--- src/hw/rtl/book_cipher_index_decoder_defines.svh ---
// Assertion macros used by the book cipher decoder RTL.
`ifndef BOOK_CIPHER_INDEX_DECODER_DEFINES_SVH
`define BOOK_CIPHER_INDEX_DECODER_DEFINES_SVH

// Checked on every rising edge outside reset.
`define BCID_ASSERT(lbl, prop, msg) \
  lbl: assert property (@(posedge clk) disable iff (!rst_n) prop) else $error(msg);

// Checked on every rising edge, reset included.
`define BCID_ASSERT_ALWAYS(lbl, prop, msg) \
  lbl: assert property (@(posedge clk) prop) else $error(msg);

`endif

--- src/hw/rtl/bcid_ram.sv ---
// Generic single-port-write, single-port-read RAM with registered read data.
module bcid_ram #(
  parameter int WIDTH = 8,
  parameter int DEPTH = 256
) (
  input  logic                                 clk,
  input  logic                                 we,
  input  logic [((DEPTH > 1) ? $clog2(DEPTH) : 1)-1:0] waddr,
  input  logic [WIDTH-1:0]                     wdata,
  input  logic                                 re,
  input  logic [((DEPTH > 1) ? $clog2(DEPTH) : 1)-1:0] raddr,
  output logic [WIDTH-1:0]                     rdata
);

  logic [WIDTH-1:0] mem [DEPTH];

  always_ff @(posedge clk) begin
    if (we) begin
      mem[waddr] <= wdata;
    end
    if (re) begin
      rdata <= mem[raddr];
    end
  end

endmodule

--- config.mk ---
export PLATFORM = sky130hd
export DESIGN_NAME = bcid_ram
export DESIGN_NICKNAME = d
export VERILOG_FILES = /design/src/hw/rtl/book_cipher_index_decoder_defines.svh /design/src/hw/rtl/bcid_ram.sv
export SDC_FILE = /design/constraint.sdc
export NUM_CORES = 2
export LEC_CHECK = 0
export ABC_AREA = 1
export CORE_MARGIN = 5
export CORE_UTILIZATION = 25
export CTS_CLUSTER_SIZE = 40
export DETAILED_ROUTE_END_ITERATION = 10
export DONT_BUFFER_PORTS = 1
export SYNTH_ARGS = -nofsm -noshare
export SYNTH_HDL_FRONTEND = slang
export SYNTH_SLANG_ARGS = --single-unit
--- constraint.sdc ---
create_clock -name clk -period 1.8 [get_ports clk]
set_input_delay 0.18 -clock clk [delete_from_list [all_inputs] [get_ports clk]]
set_output_delay 0.18 -clock clk [all_outputs]
set_load 0.005 [all_outputs]
### After elaboration in Yosys (flattened, before gate mapping)

Memory sizes are Yosys's and may differ from the RTL's. A register that Yosys moved wholly into a read port is not among the register bits.
Cells that the tools add are included.

| operators by class | value |
|---|---|
| muxes and demuxes | 2 |

Operator list:

| operator | count |
|---|---|
| 2-to-1 mux 1 bit | 2 |

| word-level totals | value |
|---|---|
| output and inout bits | 8 |
| logic and storage cells | 3 |
| register bits | 0 |
| bits of input ports | 27 |
| bits in writable memories | 2048 |
| memories kept | 1 |

Memory list:

| name | depth | width | rd ports | clocked after Yosys merged registers in | write ports | RTL line | source |
|---|---|---|---|---|---|---|---|
| mem | 256 | 8 | 1 | 1 | 1 | bcid_ram.sv:15 | `logic [WIDTH-1:0] mem [DEPTH];` |

### Longest topological paths before layout

| depth | value |
|---|---|
| word-level depth | 2 |
| gate-level depth with buffers | 15 |
| gate-level depth less buffers | 11 |

### Worst setup path after synthesis

No wires, ideal clock.

| timing | value |
|---|---|
| kind | input to register |
| start | in we |
| end | mem mem[162][0] (enable) |
| setup time | 0.370 ns |
| path buffers | 2 |
| path slack | 0.129 ns |
| required time | 1.430 ns |
| arrival | 1.301 ns |
| cell stages on the path | 4 |
| cells stage by stage | clkbuf_1 nand3_1 clkbuf_1 nor2_1 |

| on the way | value |
|---|---|
| cells in the longest elaborated chain, start to end | 2 |

RTL lines:

| what | RTL line | source |
|---|---|---|
| from (decl) | bcid_ram.sv:7 | `input logic we,` |
| 2-to-1 mux 1 bit | bcid_ram.sv:18 | `if (we) begin` |
| 2-to-1 mux 1 bit (not written as such) | bcid_ram.sv:19 | `mem[waddr] <= wdata;` |
| to (decl) | bcid_ram.sv:15 |  |

Every way passes these cells.

==> impl_metrics.ini <==
[run_status]
status = finished, violations left
violations = hold timing, setup timing

[cts]
cts_tree = done
cts-root-buf = clkbuf_16
cts_hold_buf = 5
htree_num_levels = 4
cts_buffer_depth = 4
cts_sinks = 2056
clk_pin_slew_ns = 0.06
insertion_delay_ns = 0.85
cts_made_buffers = 193

[sta]
period_share = 1.22
hold_violations = 1950
worst_slack_ns = -0.390
slew_viol_final = 0
slew-limit-headroom = 0.214
rsz0062_at_grt = true
whs_ns = -0.509
tns_ns = -2.31
finalSetupViolCount = 8
fmax_mhz = 457
tightest_slew_ns = 1.18
fin_skew_ns = 0.0382
timing.final.crit_period_ns = 2.19

[placement]
hpwl_um = 129000
gp_congestion = 0.842
port_buffers = 0

[yosys]
syn_inst = 7003
avgSynthCellArea_um2 = 11.9
synthMuxAreaShare = 0
synth_top_family_by_area = simple AND/OR/NAND/NOR gates
synthXorXnorAreaFrac = 0
async_flop_share = 0
synth_largest_area_cell = edfxtp_1
ys_top_cells_by_area = edfxtp_1 74%, nand3_1 12%, nand2_1 9.5%
ys_warn_count = 0
synthTopCellsByCount = 2123 x nand2_1, 2056 x edfxtp_1, 2019 x nand3_1
synth.most_common_cell = nand2_1
synth_adder_area_share = 0
ys_ff_latch = 2056
synth_compound_gate_area_share = 0
synth_edf_count = 2056
yosysUniqueCellTypes = 13
synth-main-ff-cell = edfxtp_1
syn_nets = 7030
seq_area_frac_synth = 0.740
netlist_area_mm2 = 0.0835
synth_top_area_frac = 0.740
yosys.area_share.simple = 0.229

[power]
combinationalPowerShare = 0.053
switching_power_mw = 20.8
seqPwrFrac = 0.540
ir_drop_mv = 0.694
total_power_mw = 97.9
internal-power_mw = 77.1
clkPwrFrac = 0.407
cellLeakagePower_nw = 34.1
p_sw_frac = 0.212
p_per_area_mw_per_mm2 = 992

[floorplan]
row_count = 212
pin_count = 35
dieArea_mm2 = 0.346
die_h_um = 588
start_util = 0.251
core_mm2 = 0.333
die_w_um = 588

[layout]
syn2layout_area_growth_pct = 18.2
drive_gt1_frac = 0.127
nNetsFinal = 7291

[grt]
grt_pass1_wl_um = 353000
antenna_found_initial = 7
grt_use_met1 = 0.169
grt_max_degree = 1026
grt-ovfl-total = 0
grt_pass1_vias = 54500
use_met2 = 0.223
busiest_layer = met2
track_usage = 0.132
gr-usage-met3 = 0.0199

[critical_path]
crit_fanout = 257
cp.arrival_ns = 2.89
cp.required_ns = 2.50
worstSetupPathType = input pin to flop
endpoint_kind = flop
start_kind = input pin

[route]
wl_um = 244000
num_vias = 56000
dr.pass1.iters = 6
drtIter0Drc = 6719
wl_per_cell_um = 20.7
drt_drc_violations_left = 0
postRouteAntennaNets = 0
viasPerCell = 4.74

[job]
cap_violations = 0

[worst_hold_path]
holdCritPathClass = input pin to flop
## sequential cells by signal (all words and copies together), names as in the netlist
signal	flops
mem	2048
rdata	8
## routing by layer
metal	wire length, um	share of wire	vias to the layer above
met5	0	0	-
met4	9770	0.040	0
met3	19000	0.078	425
met2	119000	0.49	2476
met1	96100	0.39	27700
li1	-	-	25400
## cell type report
cell class                      count  area [um^2]
Fill cell                       33500       235000
Sequential cell                  2056        61700
Multi-Input combinational cell   4425        19900
Tap cell                         4387         5490
Timing Repair Buffer              549         5250
Clock buffer                      233         5000
Clock inverter                    101         1040
Inverter                           39          189
Antenna cell                        8         20.0
## final timing paths
| check | start | to | slack [ns] | cells after the start |
|---|---|---|---|---|
| max | raddr[2] | rdata[4] | -0.39 | 12 |
| min | wdata[7] | mem[97][7] | -0.51 | 0 |
| max reg2reg | mem[135][0] | rdata[0] | -0.05 | 10 |
| min reg2reg | mem[27][0] | rdata[0] | 1.05 | 10 |
## logic make-up after synthesis
family / Yosys count
buffers and inverters: 522
flip-flops: 2056
AND/OR/NAND/NOR: 4425
## cells in the final DEF (no fill, tap or decap), types with 3 or more instances in the layout
master	instances
buf_12	68
inv_6	3
dlygate4sd3_1	5
edfxtp_1	2056
inv_1	34
clkinv_4	4
buf_6	5
clkinv_2	25
nand2_2	3
clkinvlp_4	4
nand2_4	5
clkinv_1	42
nand2_1	2115
nor2_1	283
bufinv_16	20
nand3_1	1888
buf_4	457
buf_16	5
nand3_4	13
nand3_2	118
diode_2	8
clkbuf_1	39
clkbuf_16	200
## power groups by stage
| stage | Sequential (mW) | Clock [mW] | Combinational [mW] |
|---|---|---|---|
| final | 52.9 | 39.9 | 5.18 |
| after global routing | 52.8 | 42.5 | 5.57 |
| after CTS | 52.9 | 40.5 | 4.60 |
| after detailed placement | 53.9 | 0 | 4.43 |
| after global placement | 53.9 | 0 | 4.40 |
| after floorplan | 53.8 | 0 | 3.26 |
## metrics by stage
stage	util	std cells	instance area, um^2	setup WS, ns
3_3_place_gp	0.274	11400	91400	-1.20
4_1_cts	0.294	11800	98000	-0.00379
2_1_floorplan	-	7003	83500	0.129
3_5_place_dp	0.274	11400	91400	-1.25
5_1_grt	0.296	11800	98600	-0.0766
6_report	0.296	11800	98700	-0.390
## repair_timing
action                     in CTS  in global routing
pin swaps                       5                 18
setup endpoints to repair       8                  8
buffers inserted                6                  0
cloned                          1                  9
resized for setup              91                 77
hold endpoints to repair     2145               2056
## worst max-delay path, stage by stage
cell	delay [ns]
inv_8	0.55
buf_12	0.24
buf_4	0.22
buf_4	0.19
nand3_1	0.12
nand3_1	0.14
nand3_1	0.19
nand3_1	0.16
nand3_1	0.07
nand2_1	0.15
nand2_2	0.09
nand2_1	0.07
Note: power is estimated with default switching activity, not from simulation.
